==> src/rtl/ps2mc_pkg.sv <==
// ----------------------------------------------------------------------------
// PS/2 mouse cursor package
// Shared widths, flag bit positions, item and result types for the PS/2
// mouse packet decoder with a clamped cursor.
// ----------------------------------------------------------------------------
package ps2mc_pkg;

    localparam int COORD_BITS    = 12;
    localparam int CURSOR_MARGIN = 16;
    localparam int SIZE_BITS     = 13;
    localparam int BYTE_BITS     = 8;
    localparam int CFG_IDX_BITS  = 2;

    // Width that holds a clamp limit before it is saturated to the coordinate range.
    localparam int LIM_W = ((SIZE_BITS > COORD_BITS) ? SIZE_BITS : COORD_BITS) + 1;
    // Width that holds a coordinate plus or minus one signed byte.
    localparam int SUM_W = COORD_BITS + 2;

    localparam logic [COORD_BITS-1:0] COORD_MAX = {COORD_BITS{1'b1}};

    localparam logic [SIZE_BITS-1:0] WIDTH_RESET  = SIZE_BITS'(1024);
    localparam logic [SIZE_BITS-1:0] HEIGHT_RESET = SIZE_BITS'(768);

    // Bit positions inside the first packet byte.
    localparam int FLAG_ALWAYS_ONE = 3;
    localparam int FLAG_X_OVF      = 6;
    localparam int FLAG_Y_OVF      = 7;

    // Configuration register indexes.
    localparam logic [CFG_IDX_BITS-1:0] CFG_SCREEN_WIDTH  = CFG_IDX_BITS'(0);
    localparam logic [CFG_IDX_BITS-1:0] CFG_SCREEN_HEIGHT = CFG_IDX_BITS'(1);

    // Input command codes.
    localparam logic CMD_RX_BYTE = 1'b0;
    localparam logic CMD_READ    = 1'b1;

    typedef logic [COORD_BITS-1:0] coord_t;
    typedef logic [SIZE_BITS-1:0]  size_t;
    typedef logic [BYTE_BITS-1:0]  byte_t;

    typedef enum logic [2:0] {
        PH_FLAGS = 3'b001,
        PH_DX    = 3'b010,
        PH_DY    = 3'b100
    } phase_t;

    typedef struct packed {
        logic  command;
        logic  from_aux;
        byte_t data_byte;
    } item_t;

    typedef struct packed {
        coord_t cursor_y;
        coord_t cursor_x;
        byte_t  button_flags;
    } result_t;

    typedef struct packed {
        logic emit;
        logic event_pending;
    } dec_status_t;

endpackage

==> src/rtl/ps2_mouse_packet_cursor_unit.sv <==
// ----------------------------------------------------------------------------
// PS/2 mouse packet cursor unit
// Assembles three-byte PS/2 mouse packets into a clamped cursor position and
// returns the button flags and position once per pending event.
// ----------------------------------------------------------------------------
//
// Channel   Direction  Payload
// s_        in         tdata = data_byte; tuser = command, from_aux
// m_        out        tdata = button_flags, cursor_x, cursor_y; tuser = event_ready
// cfg_      in         cfg_index selects screen_width (0) or screen_height (1)
//
// Every input transaction is registered, then processed against the decoder
// state once the output register is free or being drained, so one transaction
// is taken per clock while the output is not stalled; a read result passes
// through the input register and then the output register.
// Reset is synchronous and active low; after it the screen is 1024 by 768,
// the cursor sits at the origin and one event is already pending.
// A stalled result holds in the output register; the input register keeps
// accepting until it holds an item that cannot move on.
// ----------------------------------------------------------------------------
module ps2_mouse_packet_cursor_unit
    import ps2mc_pkg::*;
(
    input  logic                    aclk,
    input  logic                    aresetn,

    input  logic                    s_tvalid,
    output logic                    s_tready,
    input  logic [7:0]              s_tdata,   // [7:0] data_byte
    input  logic [1:0]              s_tuser,   // [0] command, [1] from_aux

    output logic                    m_tvalid,
    input  logic                    m_tready,
    output logic [31:0]             m_tdata,   // [7:0] button_flags, [19:8] cursor_x,
                                               // [31:20] cursor_y
    output logic                    m_tuser,   // [0] event_ready

    input  logic                    cfg_valid,
    output logic                    cfg_ready,
    input  logic [CFG_IDX_BITS-1:0] cfg_index,
    input  logic [SIZE_BITS-1:0]    cfg_data
);

    // Input register: holds the last accepted transaction until the decoder
    // has processed it.
    logic    in_valid_reg, in_valid_next;
    item_t   in_item_reg;

    // Output register: holds a finished result until the sink takes it.
    logic    out_valid_reg, out_valid_next;
    result_t out_data_reg;

    size_t   width_reg;
    size_t   height_reg;

    logic        proc_fire;
    dec_status_t dec_status;
    result_t     dec_result;

    // The decoder only consumes an item when the output register is free or
    // being drained, so a read command can always place its result.
    assign proc_fire     = in_valid_reg && (!out_valid_reg || m_tready);
    assign s_tready      = !in_valid_reg || proc_fire;
    assign in_valid_next = s_tready ? s_tvalid : in_valid_reg;

    always_comb begin
        if (dec_status.emit) begin
            out_valid_next = 1'b1;
        end else if (m_tready) begin
            out_valid_next = 1'b0;
        end else begin
            out_valid_next = out_valid_reg;
        end
    end

    ps2mc_decoder u_decoder (
        .aclk         (aclk),
        .aresetn      (aresetn),
        .fire         (proc_fire),
        .item         (in_item_reg),
        .screen_width (width_reg),
        .screen_height(height_reg),
        .status       (dec_status),
        .result       (dec_result)
    );

    always_ff @(posedge aclk) begin
        if (!aresetn) begin
            in_valid_reg  <= 1'b0;
            out_valid_reg <= 1'b0;
        end else begin
            in_valid_reg  <= in_valid_next;
            out_valid_reg <= out_valid_next;
        end
    end

    always_ff @(posedge aclk) begin
        if (s_tvalid && s_tready) begin
            in_item_reg.command   <= s_tuser[0];
            in_item_reg.from_aux  <= s_tuser[1];
            in_item_reg.data_byte <= s_tdata;
        end
        if (dec_status.emit) begin
            out_data_reg <= dec_result;
        end
    end

    // Configuration writes are always taken; an unknown index is dropped.
    assign cfg_ready = 1'b1;

    always_ff @(posedge aclk) begin
        if (!aresetn) begin
            width_reg  <= WIDTH_RESET;
            height_reg <= HEIGHT_RESET;
        end else if (cfg_valid && cfg_ready) begin
            if (cfg_index == CFG_SCREEN_WIDTH) begin
                width_reg <= cfg_data;
            end else if (cfg_index == CFG_SCREEN_HEIGHT) begin
                height_reg <= cfg_data;
            end
        end
    end

    assign m_tvalid = out_valid_reg;
    assign m_tdata  = out_data_reg;
    assign m_tuser  = 1'b1;

`ifndef SYNTHESIS
    // The input side only stalls while a transaction is waiting inside.
    a_stall_only_when_full: assert property (@(posedge aclk) disable iff (!aresetn)
        !s_tready |-> in_valid_reg)
        else $error("input stalled with an empty input register");

    // An item processed without a result leaves the output register empty.
    a_no_stray_result: assert property (@(posedge aclk) disable iff (!aresetn)
        (proc_fire && !dec_status.emit) |=> !m_tvalid)
        else $error("result appeared for an item that gives none");

    // A returned event is no longer pending.
    a_event_consumed: assert property (@(posedge aclk) disable iff (!aresetn)
        dec_status.emit |=> (m_tvalid && !dec_status.event_pending))
        else $error("event still pending after it was returned");

    // A result is only produced for a read of a pending event.
    a_emit_on_read: assert property (@(posedge aclk) disable iff (!aresetn)
        dec_status.emit |-> (proc_fire && in_item_reg.command == CMD_READ
                             && dec_status.event_pending))
        else $error("result produced without a pending read");
`endif

endmodule

==> src/rtl/ps2mc_axis_step.sv <==
// ----------------------------------------------------------------------------
// PS/2 mouse cursor axis step
// Applies one signed 8-bit delta, negated if asked, to a coordinate and clamps
// the result to the range from 0 to the screen size minus the cursor margin, capped at the coordinate maximum.
// ----------------------------------------------------------------------------
module ps2mc_axis_step
    import ps2mc_pkg::*;
(
    input  coord_t pos,
    input  byte_t  delta,
    input  logic   negate,
    input  size_t  screen_size,
    output coord_t pos_next
);

    logic [LIM_W-1:0]        lim_wide;
    coord_t                  lim;
    logic signed [SUM_W-1:0] step;
    logic signed [SUM_W-1:0] sum;
    logic signed [SUM_W-1:0] lim_s;

    always_comb begin
        if (LIM_W'(screen_size) < LIM_W'(CURSOR_MARGIN)) begin
            lim_wide = '0;
        end else begin
            lim_wide = LIM_W'(screen_size) - LIM_W'(CURSOR_MARGIN);
        end
        if (lim_wide > LIM_W'(COORD_MAX)) begin
            lim = COORD_MAX;
        end else begin
            lim = lim_wide[COORD_BITS-1:0];
        end
    end

    always_comb begin
        step  = SUM_W'($signed(delta));
        if (negate) begin
            step = -step;
        end
        sum   = $signed(SUM_W'(pos)) + step;
        lim_s = $signed(SUM_W'(lim));
        if (sum < 0) begin
            pos_next = '0;
        end else if (sum > lim_s) begin
            pos_next = lim;
        end else begin
            pos_next = sum[COORD_BITS-1:0];
        end
    end

endmodule

==> src/rtl/ps2mc_decoder.sv <==
// ----------------------------------------------------------------------------
// PS/2 mouse cursor packet decoder
// Holds the packet phase, latched flags and delta, cursor position and the
// pending event flag, and updates them for one item per cycle while fire is high.
// ----------------------------------------------------------------------------
module ps2mc_decoder
    import ps2mc_pkg::*;
(
    input  logic        aclk,
    input  logic        aresetn,
    input  logic        fire,
    input  item_t       item,
    input  size_t       screen_width,
    input  size_t       screen_height,
    output dec_status_t status,
    output result_t     result
);

    phase_t phase_reg, phase_next;
    byte_t  flags_reg, flags_next;
    byte_t  dx_reg, dx_next;
    coord_t pos_x_reg, pos_x_next;
    coord_t pos_y_reg, pos_y_next;
    logic   pending_reg, pending_next;

    coord_t x_step;
    coord_t y_step;

    ps2mc_axis_step u_step_x (
        .pos        (pos_x_reg),
        .delta      (dx_reg),
        .negate     (1'b0),
        .screen_size(screen_width),
        .pos_next   (x_step)
    );

    ps2mc_axis_step u_step_y (
        .pos        (pos_y_reg),
        .delta      (item.data_byte),
        .negate     (1'b1),
        .screen_size(screen_height),
        .pos_next   (y_step)
    );

    always_comb begin
        phase_next   = phase_reg;
        flags_next   = flags_reg;
        dx_next      = dx_reg;
        pos_x_next   = pos_x_reg;
        pos_y_next   = pos_y_reg;
        pending_next = pending_reg;
        status.emit          = 1'b0;
        status.event_pending = pending_reg;
        if (fire) begin
            if (item.command == CMD_READ) begin
                if (pending_reg) begin
                    status.emit  = 1'b1;
                    pending_next = 1'b0;
                end
            end else if (item.from_aux) begin
                unique case (phase_reg)
                    PH_DX: begin
                        dx_next    = item.data_byte;
                        phase_next = PH_DY;
                    end
                    PH_DY: begin
                        phase_next = PH_FLAGS;
                        if (!flags_reg[FLAG_X_OVF] && !flags_reg[FLAG_Y_OVF]) begin
                            pos_x_next   = x_step;
                            pos_y_next   = y_step;
                            pending_next = 1'b1;
                        end
                    end
                    default: begin
                        flags_next = item.data_byte;
                        phase_next = item.data_byte[FLAG_ALWAYS_ONE] ? PH_DX : PH_FLAGS;
                    end
                endcase
            end
        end
    end

    assign result.button_flags  = flags_reg;
    assign result.cursor_x      = pos_x_reg;
    assign result.cursor_y      = pos_y_reg;

    always_ff @(posedge aclk) begin
        if (!aresetn) begin
            phase_reg   <= PH_FLAGS;
            flags_reg   <= '0;
            dx_reg      <= '0;
            pos_x_reg   <= '0;
            pos_y_reg   <= '0;
            pending_reg <= 1'b1;
        end else begin
            phase_reg   <= phase_next;
            flags_reg   <= flags_next;
            dx_reg      <= dx_next;
            pos_x_reg   <= pos_x_next;
            pos_y_reg   <= pos_y_next;
            pending_reg <= pending_next;
        end
    end

endmodule
==> config.mk <==
export PLATFORM = sky130hd
export DESIGN_NAME = ps2_mouse_packet_cursor_unit
export DESIGN_NICKNAME = d
export VERILOG_FILES = /design/src/rtl/ps2mc_pkg.sv /design/src/rtl/ps2_mouse_packet_cursor_unit.sv /design/src/rtl/ps2mc_axis_step.sv /design/src/rtl/ps2mc_decoder.sv
export SDC_FILE = /design/constraint.sdc
export NUM_CORES = 1
export LEC_CHECK = 0
export BUFFER_PORTS_ARGS = -buffer_cell sky130_fd_sc_hd__buf_2
export CAP_MARGIN = 30
export CORE_AREA = 2 2 123 125
export CTS_BUF_LIST = sky130_fd_sc_hd__clkbuf_8
export CTS_CLUSTER_SIZE = 20
export DETAILED_ROUTE_END_ITERATION = 8
export DIE_AREA = 0 0 125 127
export MAX_ROUTING_LAYER = met4
export PLACE_DENSITY = 0.64
export RECOVER_POWER = 25
export SYNTH_ARGS = -nofsm -noshare
export SYNTH_HDL_FRONTEND = slang
export SYNTH_SLANG_ARGS = --single-unit
==> constraint.sdc <==
create_clock -name aclk -period 3.8 [get_ports aclk]
set_input_delay 0.76 -clock aclk [delete_from_list [all_inputs] [get_ports aclk]]
set_output_delay 0.76 -clock aclk [all_outputs]
set_load 0.1 [all_outputs]
# Yosys cells after proc, flatten, opt, wreduce, memory -nomap -nowiden
# Cells that the tools add are included.
word_totals:
  elab_cells: 76
  inputBits: 30
  out_inout_bits: 36
  reg_bits: 114
classes:
  n_lt_le_gt_ge: 8
  eq_ne: 3
  n_reduce_logical: 22
  n_mux: 19
  add_sub_neg: 5
  bitwise: 3
ops:
  columns: ["operator", "count"]
  rows:
  - ["$mux 12", 6]
  - ["$gt 14x12->1 const B", 2]
  - ["$gt 14x13->1", 2]
  - ["$lt 14x1->1 const B", 2]
  - ["$mux 14", 2]
  - ["$sub 13x5->14 const B", 2]
  - ["$lt 13x5->1 const B", 2]
  - ["$add 13x14->14", 1]
  - ["$add 13x8->14", 1]
  - ["$neg 8->14", 1]
  - ["$reduce_and 4->1", 3]
  - ["$mux 1", 9]
  - ["$reduce_bool 2->1", 4]
  - ["$pmux 3 s2", 1]
  - ["$reduce_and 3->1", 2]
  - ["$reduce_and 5->1", 1]
  - ["$logic_not 1->1", 4]
  - ["$eq 3x2->1 const B", 1]
  - ["$eq 3x3->1 const B", 1]
  - ["$logic_and 1x1->1", 3]
  - ["$not 1->1", 3]
  - ["$eq 2x1->1 const B", 1]
  - ["$logic_not 2->1", 1]
  - ["$logic_or 1x1->1", 2]
  - ["3 further kinds", 3]

# Logic depth before layout (Yosys ltp)
logic_depth:
  word_depth: 7
  ltp_mapped: 20
  ltp_nobuf: 19

# Cells and area by module
# Synthesis repeated with hierarchy kept, for this count alone.
unflattened:
  cells_unflattened: 823
  hier_area_um2: 7739.9
modules_own_cells:
  columns: ["mod", "area_each_um2", "n_inst", "cells_each", "seq_area_each_um2"]
  rows:
  - ["ps2_mouse_packet_cursor_unit", 2393.5, 1, 158, 1821.7]
  - ["ps2mc_decoder", 1820.5, 1, 190, 880.8]
  - ["ps2mc_axis_step at u_decoder.u_step_y", 1800.5, 1, 244, 0.0]
  - ["ps2mc_axis_step at u_decoder.u_step_x", 1725.4, 1, 231, 0.0]

# Worst setup path after synthesis
# OpenSTA, ideal clock, no wires.
synth_path:
  path_kind: "flip-flop to flip-flop"
  start: "register in_item_reg[0] (netlist name)"
  end: "register u_decoder.pos_y_reg[6]"
  arrival_ps: 3538
  period_less_slack_ps: 3655
  path_stages_with_launch: 20
  required_ps: 3683
  n_path_buf: 1
  path_slack_ps: 145
  setup_ps: 117
  path_cell_list: "edfxtp_1 > ha_1 > inv_1 > fa_1 > a21o_1 > a21oi_1 > o21bai_1 > a21oi_1 > xor2_1 > inv_1 > ha_1 > a21o_1 > a21o_1 > a21o_1 > a21o_1 > a211oi_1 > o22ai_2 > buf_4 > mux2i_1 > a22o_1"
synth_via:
  elab_chain_cells: 5
  word_cells_on_any_way: 6
  classes_between: "add/sub (2); order compare (2); mux (2)"
synth_lines:
  columns: ["item", "line", "text"]
  rows:
  - ["from (decl)", "ps2_mouse_packet_cursor_unit.sv:47", "item_t in_item_reg;"]
  - ["$neg 8->14 *", "ps2mc_axis_step.sv:38", "step = -step;"]
  - ["$add 13x14->14 *", "ps2mc_axis_step.sv:40", "sum = $signed(SUM_W'(pos)) + step;"]
  - ["$gt 14x13->1", "ps2mc_axis_step.sv:44", "end else if (sum > lim_s) begin"]
  - ["$mux 12", "ps2mc_axis_step.sv:44", null]
  - ["$mux 12 *", "ps2mc_axis_step.sv:42", "if (sum < 0) begin"]
  - ["to (signal assigned)", "ps2mc_decoder.sv:100", "pos_y_reg <= pos_y_next;"]
  - ["to (decl)", "ps2mc_decoder.sv:23", "coord_t pos_y_reg, pos_y_next;"]
# Every way passes the cells marked *; elsewhere a longest branch is shown, timed or not.
# A chain may end at the register's enable or synchronous reset.

# Worst setup path in the final report
layout_path:
  start: "register u_decoder.dx_reg[1]"
  end: "register u_decoder.pos_x_reg[9]"
layout_via:
  elab_chain_cells: 4
  word_cells_on_any_way: 5
  classes_between: "add/sub (1); order compare (2); mux (2)"
layout_lines:
  columns: ["item", "line", "text"]
  rows:
  - ["from (decl)", "ps2mc_decoder.sv:21", "byte_t dx_reg, dx_next;"]
  - ["from (signal assigned)", "ps2mc_decoder.sv:98", "dx_reg <= dx_next;"]
  - ["$add 13x8->14 *", "ps2mc_axis_step.sv:40", null]
  - ["$gt 14x13->1", "ps2mc_axis_step.sv:44", null]
  - ["$mux 12", "ps2mc_axis_step.sv:44", null]
  - ["$mux 12 *", "ps2mc_axis_step.sv:42", null]
  - ["to (signal assigned)", "ps2mc_decoder.sv:99", "pos_x_reg <= pos_x_next;"]
  - ["to (decl)", "ps2mc_decoder.sv:22", "coord_t pos_x_reg, pos_x_next;"]
# Marks and branches as above.

==> out/metrics.yaml <==
status: "finished, violations left"
violations: "negative setup slack"
n_antenna_cell: 0
powerDensity_nw_per_um2: 363
hold_depth: 0
numPortBuffers: 63
ir_worst_vdd_uv: 161
power.switching_mw: 0.755
crit_chain: "ha_4 > a21oi_4 > o211ai_2 > o41ai_4 > o21bai_1 > a21oi_2 > xnor2_2 > ha_1 > o21ai_1 > o21ai_1 > a211oi_2 > a211oi_2 > o21ba_4 > o211ai_4 > buf_6 > mux2i_1 > o21ai_1"
power_frac_comb: 0.135
hpwl_um: 11200
tightestPinTransition_ns: 0.613
antenna_found_initial: 0
cts_tree: "done"
die_x_um: 125
hp-class: "flop to flop"
routabilityCongestion: 0.922
power.total_mw: 2.89
hold_path_end: "m_tdata[4]"
cts-htree-levels: 4
synth_edf_count: 42
nNetsFinal: 875
tns_ns: -1.61
path_clk_slew_ns: 0.07
synth_seq_cells: 114
p_seq_frac: 0.454
dr.first_iter.drc_count: 222
wl_um: 15200
drt_first_pass_iters: 4
fmax_mhz: 253
finalCritPeriodShare: 1.04
hold_violations: 0
p_int_mw: 2.13
switching_share: 0.261
cp_max_fo: 5
post-route-util: 0.552
cts_hold_buf: 0
drc_errors: 0
fp.dieArea_um2: 15900
grt_pass1_vias: 5084
ys_seq_area_frac: 0.418
design.core.area_um2: 14400
fin_crit_ns: 3.96
syn-cell-area_um2: 6470
r2r_cells: 17
worst_setup_path_end_kind: "flop"
syn_area_per_cell_um2: 9.47
yosysWarnings: 0
rows: 44
cpPeakStageDelay_ns: 0.51
grt_first_pass_wirelength_um: 24100
grt_max_degree: 51
fin_skew_ns: 0.0109
min_from: "u_decoder.flags_reg[4]"
finalWorstSetupSlack_ns: -0.156
grt.total_usage: 0.194
drv_cap: 0
crit_slowest_cell: "o41ai_4"
syn_inst: 683
final_layout_size_suffix_gt1_frac: 0.246
antenna_left: 0
clock_latency_ns: 0.45
overflow: 0
r2r-start: "u_decoder.dx_reg[1]"
synth_cell_types: 72
routed_via_density: 5.30
async_flop_share: 0
worstSetupPathType: "flop to flop"
cts_buffer_depth: 2
numCtsBuffers: 17
wl_per_cell_um: 15.4
reg2reg_slack_ns: -0.16
start_util: 0.449
fp.dieH_um: 127
num_vias: 5235
cts-root-buf: "clkbuf_8"
io_pins: 66
cp.required_ns: 4.11
rsz0062_at_grt: "yes"
crit_path_start_kind: "flop"
leakage_nw: 3.40
cp_common_cell: "o21ai_1"
r2r_end: "u_decoder.pos_x_reg[9]"
setup_viol: 12
p_clk_frac: 0.411
largest_reg_flops: 32
cts.sinks: 114
cp.arrival_ns: 4.27
slew_violations: 0
syn2layout_area_growth_pct: 23.0
relSlewSlack: 0.591
synthFlopType: "dfxtp_1"
## worst max-delay path by stage
stage	cells past startpoint	to	startpoint	slack (ns)
after floorplan	19	u_decoder.pos_y_reg[6]	in_item_reg[0]	0.15
after global placement	19	u_decoder.pos_y_reg[5]	in_item_reg[0]	-0.22
after detailed placement	19	u_decoder.pos_y_reg[5]	in_item_reg[0]	-0.25
after CTS	17	u_decoder.pos_x_reg[9]	u_decoder.pos_x_reg[1]	0.008
after global routing	17	u_decoder.pos_x_reg[9]	u_decoder.dx_reg[1]	-0.32
final	17	u_decoder.pos_x_reg[9]	u_decoder.dx_reg[1]	-0.16
## synthesized netlist by cell type (4+ instances only)
| master | instances | area share |
|---|---|---|
| nand2_1 | 94 | 0.055 |
| dfxtp_1 | 72 | 0.22 |
| ha_1 | 52 | 0.10 |
| inv_1 | 47 | 0.027 |
| edfxtp_1 | 42 | 0.19 |
| a21oi_1 | 35 | 0.027 |
| nor2_1 | 34 | 0.020 |
| mux2i_1 | 29 | 0.045 |
| o21ai_0 | 28 | 0.022 |
| a21boi_0 | 26 | 0.030 |
| nor2b_1 | 21 | 0.020 |
| xnor2_1 | 16 | 0.022 |
| clkbuf_1 | 14 | 0.0081 |
| o21ai_1 | 14 | 0.011 |
| a21o_1 | 13 | 0.015 |
| xor2_1 | 13 | 0.018 |
| nand3_1 | 10 | 0.0077 |
| o21a_1 | 10 | 0.012 |
| nor3_1 | 9 | 0.0070 |
| o21bai_1 | 7 | 0.0081 |
| a211oi_1 | 6 | 0.0070 |
| nand4_1 | 6 | 0.0058 |
| and2_1 | 5 | 0.0048 |
| nand2b_1 | 5 | 0.0048 |
| a22o_1 | 4 | 0.0054 |
| nand3b_1 | 4 | 0.0046 |
| nor4_1 | 4 | 0.0039 |
## power by group through the flow
stage / sequential, mW / combinational (mW) / clock (mW)
4_1_cts: 1.31 / 0.371 / 1.22
3_5_place_dp: 1.34 / 0.362 / 0
6_report: 1.31 / 0.390 / 1.19
5_1_grt: 1.31 / 0.428 / 1.27
3_3_place_gp: 1.34 / 0.354 / 0
2_1_floorplan: 1.39 / 0.207 / 0
## cell families (layout without fill, tap and decap cells)
kind of cell,after synthesis,count (layout),share of synthesized area
xor gates and xnor gates,29,29,0.0392
and+or+nand+nor,214,214,0.160
DFF,114,114,0.418
buffers and inverters,70,190,0.0466
adders and majority gates,54,54,0.107
other,1,2,0.000579
muxes,32,32,0.0518
AOI/OAI and AO/OA,169,169,0.177
## through the flow
stage | hold slack [ns] | setup WS (ns) | std cells | area, um2
after floorplan | 0.408 | 0.145 | 684 | 6470
after global placement | 0.414 | -0.219 | 946 | 7200
after detailed placement | 0.414 | -0.250 | 946 | 7200
after CTS | 0.431 | 0.00758 | 982 | 7680
after global routing | 0.445 | -0.316 | 988 | 7960
final | 0.430 | -0.156 | 988 | 7960
## layer usage
metal / part of all wire / vias up / global-route usage
li1: - / 2623 / -
met1: 0.44 / 2485 / 0.219
met2: 0.51 / 101 / 0.334
met3: 0.031 / 26 / 0.0473
met4: 0.020 / 0 / 0.0719
met5: 0 / - / -
## critical path: cells and delay by family (launching register included)
kind | cells | cell delay, ns
muxes | 1 | 0.19
adders and majority gates | 2 | 0.56
buffers and inverters | 1 | 0.17
xor gates and xnor gates | 1 | 0.11
DFF | 1 | 0.37
AOI/OAI and AO/OA | 12 | 2.44
## layout make-up
type                    instances  area, um2
fillers                      1247       6460
multi-input cells             500       3730
flip-flops and latches        114       2720
repair buffers                110        697
clock buffers                  17        234
well taps                     184        230
inverters                      48        180
clock inverters                15        178
## timing repair
action / in CTS / in global routing
pin swaps: 12 / 35
buffers inserted: 4 / 6
endpoints found under the setup margin: 24 / 24
resized for setup: 12 / 58
## layout by cell type, fill, tap and decap left out, drive strengths merged, types with 6 or more instances in the layout
master  netlist  routed
buf           7     109
nand2        94      94
dfxtp        72      72
ha           52      52
inv          48      51
o21ai        43      43
edfxtp       42      42
nor2         36      36
a21oi        36      36
mux2i        30      30
a21boi       27      27
nor2b        21      21
clkbuf       15      18
xnor2        16      16
a21o         13      13
xor2         13      13
nand3        11      11
o21a         10      10
nor3          9       9
o21bai        7       7
a211oi        7       7
nand4         6       6
nand2b        6       6
(Power assumes the default switching activity.)
